`src/hdl/tsch_pkg.sv`:
```
// Shared constants, codes and transaction types for the thread scheduler.
package tsch_pkg;

  localparam int THREAD_SLOTS = 16;
  localparam int LOCK_SLOTS   = 64;
  localparam int COUNT_BITS   = 8;

  localparam int TW = $clog2(THREAD_SLOTS);
  localparam int LW = $clog2(LOCK_SLOTS);
  localparam int CW = COUNT_BITS;

  // Thread identifier that stands for no thread, also the owner of a free lock.
  localparam logic [TW-1:0] NOBODY    = '0;
  localparam logic [CW-1:0] COUNT_MAX = '1;

  localparam int STEP_LIMIT = 2 * THREAD_SLOTS + 2;
  localparam int SW = $clog2(STEP_LIMIT);
  localparam logic [SW-1:0] STEP_LAST = SW'(STEP_LIMIT - 1);

  // Thread status codes.
  localparam logic [2:0] ST_ABSENT  = 3'd0;
  localparam logic [2:0] ST_STARTED = 3'd1;
  localparam logic [2:0] ST_RUNNING = 3'd2;
  localparam logic [2:0] ST_WAITING = 3'd3;
  localparam logic [2:0] ST_DEAD    = 3'd4;

  // Action codes.
  localparam logic [2:0] ACT_ADD    = 3'd0;
  localparam logic [2:0] ACT_YIELD  = 3'd1;
  localparam logic [2:0] ACT_ENTER  = 3'd2;
  localparam logic [2:0] ACT_EXIT   = 3'd3;
  localparam logic [2:0] ACT_FINISH = 3'd4;

  // Fault codes.
  localparam logic [1:0] FLT_OK       = 2'd0;
  localparam logic [1:0] FLT_BAD_EXIT = 2'd1;
  localparam logic [1:0] FLT_OVERFLOW = 2'd2;
  localparam logic [1:0] FLT_NO_THRD  = 2'd3;

  typedef struct packed {
    logic [2:0]    action;
    logic [TW-1:0] new_thread;
    logic [LW-1:0] lock_index;
  } in_t;

  typedef struct packed {
    logic [TW-1:0] current_thread;
    logic          thread_started;
    logic          blocked;
    logic          must_exit;
    logic          stuck;
    logic [1:0]    fault;
    logic [TW-1:0] owner_now;
    logic [CW-1:0] count_now;
  } out_t;

  // One thread slot: ring link, status and the lock it waits on.
  typedef struct packed {
    logic [TW-1:0] next;
    logic [2:0]    status;
    logic [LW-1:0] wlock;
  } tword_t;

  // One lock slot: owner and hold count.
  typedef struct packed {
    logic [TW-1:0] owner;
    logic [CW-1:0] count;
  } lword_t;

endpackage

```
`src/hdl/thread_scheduler_with_reentrant_locks.sv`:
```
// Top level of the round-robin thread scheduler with reentrant locks.
//
//   Channel   Signals                        Transaction completes when
//   command   start, busy, cmd               start high and busy low at a rising edge
//   result    done, result                   done high (one cycle, cannot be stalled)
//   config    cfg_valid, cfg_ready, cfg_data cfg_valid and cfg_ready both high
//
// An add refuses identifier zero and a thread that is already present; into an empty
// block it starts the ring with the new thread. Enter, exit, yield and finish are
// refused for want of a running thread, and an unknown action does nothing. A yield
// walks the ring slot by slot, wakes a waiting thread whose lock is free, unlinks
// a dead one if remove_dead, up to 34 slots, and may end the walk with must_exit.
// Finish and a blocking enter mark the running thread first. The walk is bound by the
// single read port of the thread memory. The result appears in the same cycle busy falls.
// Reset (rst, synchronous) clears all threads and locks at once through the
// valid bits of the memories, so there is no clearing pass; remove_dead resets to 1.
// A new command is taken only when busy is low; the receiver cannot stall results.
module thread_scheduler_with_reentrant_locks (
  input  logic             clk,
  input  logic             rst,
  input  logic             start,
  output logic             busy,
  input  tsch_pkg::in_t    cmd,
  output logic             done,
  output tsch_pkg::out_t   result,
  input  logic             cfg_valid,
  output logic             cfg_ready,
  input  logic             cfg_data
);

  // Sequencer states.
  localparam logic [4:0] S_IDLE   = 5'd0;
  localparam logic [4:0] S_DISP   = 5'd1;
  localparam logic [4:0] S_ADD_D  = 5'd2;
  localparam logic [4:0] S_ADD_C  = 5'd3;
  localparam logic [4:0] S_ADD_N  = 5'd4;
  localparam logic [4:0] S_DEAD_D = 5'd5;
  localparam logic [4:0] S_LK_D   = 5'd6;
  localparam logic [4:0] S_BLK_D  = 5'd7;
  localparam logic [4:0] S_SCH0   = 5'd8;
  localparam logic [4:0] S_CUR_D  = 5'd9;
  localparam logic [4:0] S_NX_D   = 5'd10;
  localparam logic [4:0] S_WAKE_D = 5'd11;
  localparam logic [4:0] S_EVAL   = 5'd12;
  localparam logic [4:0] S_UNL    = 5'd13;
  localparam logic [4:0] S_UNL_D  = 5'd14;
  localparam logic [4:0] S_CHK    = 5'd15;
  localparam logic [4:0] S_FIN_R  = 5'd16;
  localparam logic [4:0] S_FIN_D  = 5'd17;

  // Registers and their next values.
  logic [4:0]                   state, state_next;
  logic [2:0]                   act, act_next;
  logic [tsch_pkg::TW-1:0]      nt, nt_next;
  logic [tsch_pkg::LW-1:0]      lk, lk_next;
  logic [tsch_pkg::TW-1:0]      running, running_next;
  logic [tsch_pkg::TW-1:0]      anchor, anchor_next;
  logic [tsch_pkg::TW-1:0]      cur, cur_next;
  logic [tsch_pkg::TW-1:0]      nx, nx_next;
  logic                         live, live_next;
  logic [tsch_pkg::SW-1:0]      step, step_next;
  tsch_pkg::tword_t             cdat, cdat_next;
  tsch_pkg::tword_t             ndat, ndat_next;
  logic                         started, started_next;
  logic                         blkd, blkd_next;
  logic                         exitf, exitf_next;
  logic                         stuckf, stuckf_next;
  logic [1:0]                   fault, fault_next;
  tsch_pkg::out_t               result_next;
  logic                         done_next;
  logic                         remove_dead;

  // Memory ports.
  logic                         t_we;
  logic [tsch_pkg::TW-1:0]      t_waddr, t_raddr;
  tsch_pkg::tword_t             t_wdata, t_rdata;
  logic                         l_we;
  logic [tsch_pkg::LW-1:0]      l_waddr, l_raddr;
  tsch_pkg::lword_t             l_wdata, l_rdata;

  // Thread slots: ring link, status and waited lock, one word per thread.
  tsch_ram #(
    .WIDTH($bits(tsch_pkg::tword_t)),
    .DEPTH(tsch_pkg::THREAD_SLOTS)
  ) u_thread_ram (
    .clk  (clk),
    .rst  (rst),
    .we   (t_we),
    .waddr(t_waddr),
    .wdata(t_wdata),
    .raddr(t_raddr),
    .rdata(t_rdata)
  );

  // Lock slots: owner and hold count.
  tsch_ram #(
    .WIDTH($bits(tsch_pkg::lword_t)),
    .DEPTH(tsch_pkg::LOCK_SLOTS)
  ) u_lock_ram (
    .clk  (clk),
    .rst  (rst),
    .we   (l_we),
    .waddr(l_waddr),
    .wdata(l_wdata),
    .raddr(l_raddr),
    .rdata(l_rdata)
  );

  assign busy      = (state != S_IDLE);
  assign cfg_ready = (state == S_IDLE);

  // Configuration is only written while the block is idle.
  always_ff @(posedge clk) begin
    if (rst) begin
      remove_dead <= 1'b1;
    end else if (cfg_valid && cfg_ready) begin
      remove_dead <= cfg_data;
    end
  end

  // Sequencer: every state either issues one read, or consumes one read and
  // possibly writes back, so reads and writes to the same slot never overlap
  // except where the RAM forwards the write.
  always_comb begin
    state_next   = state;
    act_next     = act;
    nt_next      = nt;
    lk_next      = lk;
    running_next = running;
    anchor_next  = anchor;
    cur_next     = cur;
    nx_next      = nx;
    live_next    = live;
    step_next    = step;
    cdat_next    = cdat;
    ndat_next    = ndat;
    started_next = started;
    blkd_next    = blkd;
    exitf_next   = exitf;
    stuckf_next  = stuckf;
    fault_next   = fault;
    result_next  = result;
    done_next    = 1'b0;
    t_we         = 1'b0;
    t_waddr      = cur;
    t_wdata      = cdat;
    t_raddr      = cur;
    l_we         = 1'b0;
    l_waddr      = lk;
    l_wdata      = l_rdata;
    l_raddr      = lk;

    case (state)
      S_IDLE: begin
        if (start) begin
          act_next     = cmd.action;
          nt_next      = cmd.new_thread;
          lk_next      = cmd.lock_index;
          started_next = 1'b0;
          blkd_next    = 1'b0;
          exitf_next   = 1'b0;
          stuckf_next  = 1'b0;
          fault_next   = tsch_pkg::FLT_OK;
          state_next   = S_DISP;
        end
      end

      S_DISP: begin
        case (act)
          tsch_pkg::ACT_ADD: begin
            if (nt == tsch_pkg::NOBODY) begin
              fault_next = tsch_pkg::FLT_NO_THRD;
              state_next = S_FIN_R;
            end else begin
              t_raddr    = nt;
              state_next = S_ADD_D;
            end
          end
          tsch_pkg::ACT_YIELD, tsch_pkg::ACT_FINISH,
          tsch_pkg::ACT_ENTER, tsch_pkg::ACT_EXIT: begin
            if (running == tsch_pkg::NOBODY) begin
              fault_next = tsch_pkg::FLT_NO_THRD;
              state_next = S_FIN_R;
            end else if (act == tsch_pkg::ACT_YIELD) begin
              state_next = S_SCH0;
            end else if (act == tsch_pkg::ACT_FINISH) begin
              t_raddr    = running;
              state_next = S_DEAD_D;
            end else begin
              state_next = S_LK_D;
            end
          end
          default: begin
            state_next = S_FIN_R;
          end
        endcase
      end

      S_ADD_D: begin
        ndat_next = t_rdata;
        if (t_rdata.status != tsch_pkg::ST_ABSENT) begin
          fault_next = tsch_pkg::FLT_NO_THRD;
          state_next = S_FIN_R;
        end else if (running == tsch_pkg::NOBODY) begin
          t_we         = 1'b1;
          t_waddr      = nt;
          t_wdata      = '{next: nt, status: tsch_pkg::ST_STARTED, wlock: t_rdata.wlock};
          running_next = nt;
          state_next   = S_FIN_R;
        end else begin
          t_raddr    = running;
          state_next = S_ADD_C;
        end
      end

      S_ADD_C: begin
        cdat_next  = t_rdata;
        t_we       = 1'b1;
        t_waddr    = running;
        t_wdata    = '{next: nt, status: t_rdata.status, wlock: t_rdata.wlock};
        state_next = S_ADD_N;
      end

      S_ADD_N: begin
        t_we       = 1'b1;
        t_waddr    = nt;
        t_wdata    = '{next: cdat.next, status: tsch_pkg::ST_STARTED, wlock: ndat.wlock};
        state_next = S_FIN_R;
      end

      S_DEAD_D: begin
        t_we       = 1'b1;
        t_waddr    = running;
        t_wdata    = '{next: t_rdata.next, status: tsch_pkg::ST_DEAD, wlock: t_rdata.wlock};
        state_next = S_SCH0;
      end

      S_LK_D: begin
        if (act == tsch_pkg::ACT_ENTER) begin
          if (l_rdata.owner != tsch_pkg::NOBODY && l_rdata.owner != running) begin
            blkd_next  = 1'b1;
            t_raddr    = running;
            state_next = S_BLK_D;
          end else if (l_rdata.count == tsch_pkg::COUNT_MAX) begin
            fault_next = tsch_pkg::FLT_OVERFLOW;
            state_next = S_FIN_R;
          end else begin
            l_we       = 1'b1;
            l_wdata    = '{owner: running, count: l_rdata.count + 1'b1};
            state_next = S_FIN_R;
          end
        end else begin
          if (l_rdata.owner != running || l_rdata.count == '0) begin
            fault_next = tsch_pkg::FLT_BAD_EXIT;
          end else begin
            l_we          = 1'b1;
            l_wdata.count = l_rdata.count - 1'b1;
            l_wdata.owner = (l_rdata.count == 1) ? tsch_pkg::NOBODY : l_rdata.owner;
          end
          state_next = S_FIN_R;
        end
      end

      S_BLK_D: begin
        t_we       = 1'b1;
        t_waddr    = running;
        t_wdata    = '{next: t_rdata.next, status: tsch_pkg::ST_WAITING, wlock: lk};
        state_next = S_SCH0;
      end

      S_SCH0: begin
        anchor_next = running;
        cur_next    = running;
        live_next   = 1'b0;
        step_next   = '0;
        t_raddr     = running;
        state_next  = S_CUR_D;
      end

      S_CUR_D: begin
        cdat_next  = t_rdata;
        nx_next    = t_rdata.next;
        t_raddr    = t_rdata.next;
        state_next = S_NX_D;
      end

      S_NX_D: begin
        ndat_next = t_rdata;
        if (t_rdata.status == tsch_pkg::ST_WAITING) begin
          l_raddr    = t_rdata.wlock;
          state_next = S_WAKE_D;
        end else begin
          state_next = S_EVAL;
        end
      end

      S_WAKE_D: begin
        if (l_rdata.owner == tsch_pkg::NOBODY) begin
          ndat_next.status = tsch_pkg::ST_RUNNING;
          t_we             = 1'b1;
          t_waddr          = nx;
          t_wdata          = '{next: ndat.next, status: tsch_pkg::ST_RUNNING,
                               wlock: ndat.wlock};
        end
        state_next = S_EVAL;
      end

      S_EVAL: begin
        if (ndat.status == tsch_pkg::ST_DEAD) begin
          if (nx == anchor && !live) begin
            exitf_next   = 1'b1;
            running_next = cur;
            state_next   = S_FIN_R;
          end else if (remove_dead) begin
            // Relink the previous slot past the dead one; a lone slot is
            // handled entirely by the write of the dead slot itself.
            if (cur != nx) begin
              t_we    = 1'b1;
              t_waddr = cur;
              t_wdata = '{next: ndat.next, status: cdat.status, wlock: cdat.wlock};
            end
            state_next = S_UNL;
          end else begin
            cur_next   = nx;
            cdat_next  = ndat;
            state_next = S_CHK;
          end
        end else begin
          live_next  = 1'b1;
          cur_next   = nx;
          cdat_next  = ndat;
          state_next = S_CHK;
        end
      end

      S_UNL: begin
        t_we       = 1'b1;
        t_waddr    = nx;
        t_wdata    = '{next: ndat.next, status: tsch_pkg::ST_ABSENT, wlock: ndat.wlock};
        t_raddr    = ndat.next;
        cur_next   = ndat.next;
        state_next = S_UNL_D;
      end

      S_UNL_D: begin
        cdat_next  = t_rdata;
        state_next = S_CHK;
      end

      S_CHK: begin
        if (cdat.status == tsch_pkg::ST_STARTED) begin
          t_we         = 1'b1;
          t_waddr      = cur;
          t_wdata      = '{next: cdat.next, status: tsch_pkg::ST_RUNNING, wlock: cdat.wlock};
          started_next = 1'b1;
          running_next = cur;
          state_next   = S_FIN_R;
        end else if (cdat.status == tsch_pkg::ST_RUNNING) begin
          running_next = cur;
          state_next   = S_FIN_R;
        end else if (step == tsch_pkg::STEP_LAST) begin
          stuckf_next  = 1'b1;
          running_next = anchor;
          state_next   = S_FIN_R;
        end else begin
          step_next  = step + 1'b1;
          nx_next    = cdat.next;
          t_raddr    = cdat.next;
          state_next = S_NX_D;
        end
      end

      S_FIN_R: begin
        state_next = S_FIN_D;
      end

      S_FIN_D: begin
        result_next.current_thread = running;
        result_next.thread_started = started;
        result_next.blocked        = blkd;
        result_next.must_exit      = exitf;
        result_next.stuck          = stuckf;
        result_next.fault          = fault;
        result_next.owner_now      = l_rdata.owner;
        result_next.count_now      = l_rdata.count;
        done_next                  = 1'b1;
        state_next                 = S_IDLE;
      end

      default: begin
        state_next = S_IDLE;
      end
    endcase
  end

  always_ff @(posedge clk) begin
    if (rst) begin
      state   <= S_IDLE;
      running <= tsch_pkg::NOBODY;
      done    <= 1'b0;
    end else begin
      state   <= state_next;
      running <= running_next;
      done    <= done_next;
    end
  end

  // Working registers of the sequencer carry no reset.
  always_ff @(posedge clk) begin
    act     <= act_next;
    nt      <= nt_next;
    lk      <= lk_next;
    anchor  <= anchor_next;
    cur     <= cur_next;
    nx      <= nx_next;
    live    <= live_next;
    step    <= step_next;
    cdat    <= cdat_next;
    ndat    <= ndat_next;
    started <= started_next;
    blkd    <= blkd_next;
    exitf   <= exitf_next;
    stuckf  <= stuckf_next;
    fault   <= fault_next;
    result  <= result_next;
  end

endmodule

```
`src/hdl/tsch_ram.sv`:
```
// Synchronous RAM with per-entry valid bits, write-through forwarding and zero for unwritten entries.
module tsch_ram #(
  parameter int WIDTH = 8,
  parameter int DEPTH = 16
) (
  input  logic                     clk,
  input  logic                     rst,
  input  logic                     we,
  input  logic [$clog2(DEPTH)-1:0] waddr,
  input  logic [WIDTH-1:0]         wdata,
  input  logic [$clog2(DEPTH)-1:0] raddr,
  output logic [WIDTH-1:0]         rdata
);

  logic [WIDTH-1:0] mem [DEPTH];
  logic [DEPTH-1:0] vld;

  always_ff @(posedge clk) begin
    if (rst) begin
      vld <= '0;
    end else if (we) begin
      vld[waddr] <= 1'b1;
    end
  end

  always_ff @(posedge clk) begin
    if (we) begin
      mem[waddr] <= wdata;
    end
    if (we && waddr == raddr) begin
      rdata <= wdata;
    end else if (vld[raddr]) begin
      rdata <= mem[raddr];
    end else begin
      rdata <= '0;
    end
  end

endmodule
```
`config.mk`:
```
export PLATFORM = sky130hd
export DESIGN_NAME = thread_scheduler_with_reentrant_locks
export DESIGN_NICKNAME = d
export VERILOG_FILES = /design/src/hdl/tsch_pkg.sv /design/src/hdl/thread_scheduler_with_reentrant_locks.sv /design/src/hdl/tsch_ram.sv
export SDC_FILE = /design/constraint.sdc
export NUM_CORES = 2
export LEC_CHECK = 0
export BUFFER_PORTS_ARGS = -buffer_cell sky130_fd_sc_hd__buf_2
export CAP_MARGIN = 10
export CORE_UTILIZATION = 25
export DETAILED_ROUTE_END_ITERATION = 16
export GPL_TIMING_DRIVEN = 1
export PLACE_DENSITY = 0.38
export SYNTH_ARGS = -nofsm -noshare
export SYNTH_HDL_FRONTEND = slang
export SYNTH_SLANG_ARGS = --single-unit
```
`constraint.sdc`:
```
create_clock -name clk -period 12.9 [get_ports clk]
set_clock_uncertainty 0.05 [all_clocks]
set_input_delay 1.29 -clock clk [delete_from_list [all_inputs] [get_ports clk]]
set_output_delay 1.29 -clock clk [all_outputs]
set_load 0.03 [all_outputs]
```
==> out/qor.yml <==
outcome: "finished, final reports clean"
drt_pre_antenna_iters: 8
wl_met2_microns: 74200
die-area_sq_um: 195000
critical_path.startpoint: "state[1]$_SDFFE_PP0N_"
cts_root_buffer: "clkbuf_16"
cts_setup_buffers: 0
worst_setup_path_start_kind: "register"
worst_slew_pin_slew_ps: 1160
max_cap_violations: 0
top_layer: "met4"
finalCriticalPeriod_ps: 6090
critPathCapture: "u_lock_ram.rdata[10]$_DFF_P_"
netlist_area_sq_um: 48200
coreArea_sq_um: 191000
holdCritPathClass: "reg -> reg"
crit_top_cell: "buf_4"
tritoncts: "built"
finalSetupViolations: 0
cp_max_fo: 65
max_freq_mhz: 164
fin_tns_setup_ps: 0
grt_pass1_vias: 30400
grt_pass1_wl_microns: 230000
synth_xor_area_share_pct: 0.472
synth_fa_ha_area_share_pct: 0.130
critical_path_class: "reg -> reg"
detailed_place_hpwl_microns: 92500
synth_compound_area_share_pct: 9.11
grt_overflow: 0
crit_slowest_cell: "dfxtp_1"
routed_wl_microns: 159000
grt_max_degree: 143
detail-route-antenna-nets: 0
final_hold_viol_count: 0
fin_nets: 3763
cts.sinks: 1178
std_cell_rows: 160
worst_slack_ps: 6810
synth_top_area_share_pct: 66.2
synth_area_leaders: "edfxtp_1, nand2_1, dfxtp_1, mux2i_1, nor2_1"
synth_cell_type_count: 80
ys_seq_elements: 1178
ys_seq_area_share_pct: 71.0
p_per_area_nw_per_um2: 180
async_reset_ff_share_pct: 0
port_buffers: 42
synth_top_cell_by_area: "edfxtp_1"
crit_buf_inv: 3
crit_arrival_ps: 6720
cts_inserted_buffers: 135
drc: 0
post-place-ws_ps: 6810
htreeDepth: 4
start_util_pct: 25.3
irDropWorstVdd_uv: 92.4
wl_per_cell_microns: 25.0
cp-end-kind: "register"
crit_chain: "nor2b_1, nand4_1, buf_4, nand2_4, buf_4, buf_4, nand2_1, and3_1, a2111oi_0, a31oi_1, o21ai_0, a221o_1, a22o_1"
relSlewSlack_pct: 22.9
final_max_slew_viol_count: 0
power.leakage_nw: 18.6
cts_buffer_depth: 3
synth_simple_gate_area_share_pct: 13.1
required_ps: 13530
wl_met1_microns: 75500
die_h_microns: 441
viasPerCell: 4.81
antenna_found_initial: 4
ff2ff_setup_slack_ps: 6810
rsz0062_at_grt: "no"
vias: 30600
critPathMaxStageDelay_ps: 800
drtIter0Drc: 2381
synth_nets: 3741
clkSlewWorstSetupHoldPaths_ps: 60
reg2reg_from: "state[1]$_SDFFE_PP0N_"
drive_above_1_share_pct: 12.7
r2r-end: "u_lock_ram.rdata[10]$_DFF_P_"
synth_top_family_by_area: "simple AND/OR/NAND/NOR gates"
avgSynthCellArea_sq_um: 13.0
grt.total_usage_pct: 16.3
gp_congestion: 0.798
dieWidth_microns: 441
synthMuxAreaShare_pct: 4.00
holdBufCountCts: 0
cp_num_cells: 13
synth_cells: 3718
wl_met3_microns: 6320
cts_resized: 0
post-route-period-util_pct: 47.2
worstSkewPairLatency_ps: 760
synth_warnings: 0
r2r_cells: 13
ios: 43
synth_enable_flop_cells: 1062
ys.flop_type: "edfxtp_1"
crit_family: "buffers and inverters"
area_growth_pct: 15.7
[state kept, by name, indices dropped and copies added (netlist names), 12 cells and up]
name / flops
u_thread_ram.mem: 208
u_lock_ram.rdata: 12
result: 22
u_thread_ram.vld: 16
u_lock_ram.vld: 64
cdat: 13
u_lock_ram.mem: 768
u_thread_ram.rdata: 13
ndat: 13
[final cells by class]
cell class	instances	area, sq um
fillers	19400	135000
flip-flops and latches	1178	34200
multi-input cells	2284	13300
clock buffers	198	3780
well taps	2511	3140
repair buffers	126	856
clock inverters	48	418
inverters	15	56.3
diodes	3	7.51
[through the flow]
stage               std cells  total power (W)  hold slack [ps]  util (%)  instance area (sq um)
CTS                      6360           0.0102              381      29.2                  55800
floorplan                3718          0.00565              350         -                  48200
global placement         6114          0.00645              354      27.0                  51600
detailed placement       6114          0.00644              365      27.0                  51600
finish                   6363           0.0100              377      29.2                  55800
global route             6361           0.0104              384      29.2                  55800
[layer usage]
| layer | GRT usage (%) | up-vias |
|---|---|---|
| met1 | 23.0 | 15700 |
| met4 | 4.06 | 0 |
| met2 | 25.9 | 660 |
| met5 | 0 | - |
| met3 | 2.31 | 171 |
| li1 | - | 14000 |
[Yosys cell counts (5+ instances only)]
cell type	instances
nand2b_1	9
buf_1	34
nor3_1	26
nand3b_1	6
nor2_1	292
a21oi_1	67
nand2_1	778
xor2_1	6
ha_1	5
and3_1	100
edfxtp_1	1062
nand4_1	39
a221o_1	10
xnor2_1	20
buf_4	7
nor2b_1	11
dfxtp_1	116
a31oi_1	167
mux2i_1	126
nor4_1	5
buf_6	5
a22o_1	20
nand3_1	135
mux2_2	58
inv_1	15
o22ai_1	14
or2_2	9
a22oi_1	64
a311oi_1	18
a221oi_1	5
a32o_1	16
a32oi_1	45
a211oi_1	69
a21o_1	5
buf_2	41
o21ba_2	16
o21ai_1	6
clkbuf_1	154
a222oi_1	6
o21ai_0	52
[how the worst min path moves through the flow]
stage / from / endpoint / slack (ps) / depth (start not counted)
3_3_place_gp: blkd$_DFFE_PP_ / result[16]$_DFFE_PP_ / 350 / 0
6_report: blkd$_DFFE_PP_ / result[16]$_DFFE_PP_ / 380 / 0
2_1_floorplan: fault[0]$_DFFE_PP_ / result[12]$_DFFE_PP_ / 350 / 0
3_5_place_dp: exitf$_DFFE_PP_ / result[15]$_DFFE_PP_ / 360 / 0
5_1_grt: blkd$_DFFE_PP_ / result[16]$_DFFE_PP_ / 380 / 0
4_1_cts: fault[1]$_DFFE_PP_ / result[13]$_DFFE_PP_ / 380 / 0
[worst reg2reg max path: cells and delay by family, from the launching register on]
kind,cells,cell delay (ps)
AO/OA/AOI/OAI,5,1250
buffers and inverters,3,2000
flip-flops,1,800
AND/OR/NAND/NOR,5,1920
[logic make-up (layout without fill, tap and decap cells)]
logic type,count (synthesis),after routing
AO/OA/AOI/OAI,618,618
other,0,3
multiplexers,185,185
buffers and inverters,256,387
adder cells (fa/ha/maj),5,5
flip-flops,1178,1178
AND/OR/NAND/NOR,1450,1450
XOR/XNOR,26,26
[power by group]
group	switching [W]	internal [W]
sequential	0.000118	0.00444
combinational	0.00129	0.000485
clock	0.00156	0.00215
[layout by cell type (no fill, tap or decap), types with 7 or more instances in the layout]
master	synthesis	routed
nand2b_1	9	9
buf_4	7	84
buf_2	41	41
a211oi_1	69	69
o21ai_1	6	7
a31oi_1	167	167
a32o_1	16	16
clkbuf_1	154	52
edfxtp_1	1062	1062
nor2_1	292	225
clkbuf_16	0	140
inv_6	0	7
clkinv_1	0	22
a21oi_1	67	67
xnor2_1	20	18
o21ba_2	16	16
nor2_2	2	65
nor2b_1	11	10
o21ai_0	52	50
inv_1	15	15
mux2i_1	126	124
clkinv_2	0	10
nor3_1	26	25
and3_1	100	100
a22o_1	20	16
nand2_1	778	776
a221o_1	10	9
or2_2	9	9
a32oi_1	45	45
nand3_1	135	134
a311oi_1	18	18
mux2_2	58	57
nand4_1	39	39
o22ai_1	14	14
a22oi_1	64	64
dfxtp_1	116	116
No activity file was read; power rests on OpenSTA's default activity.
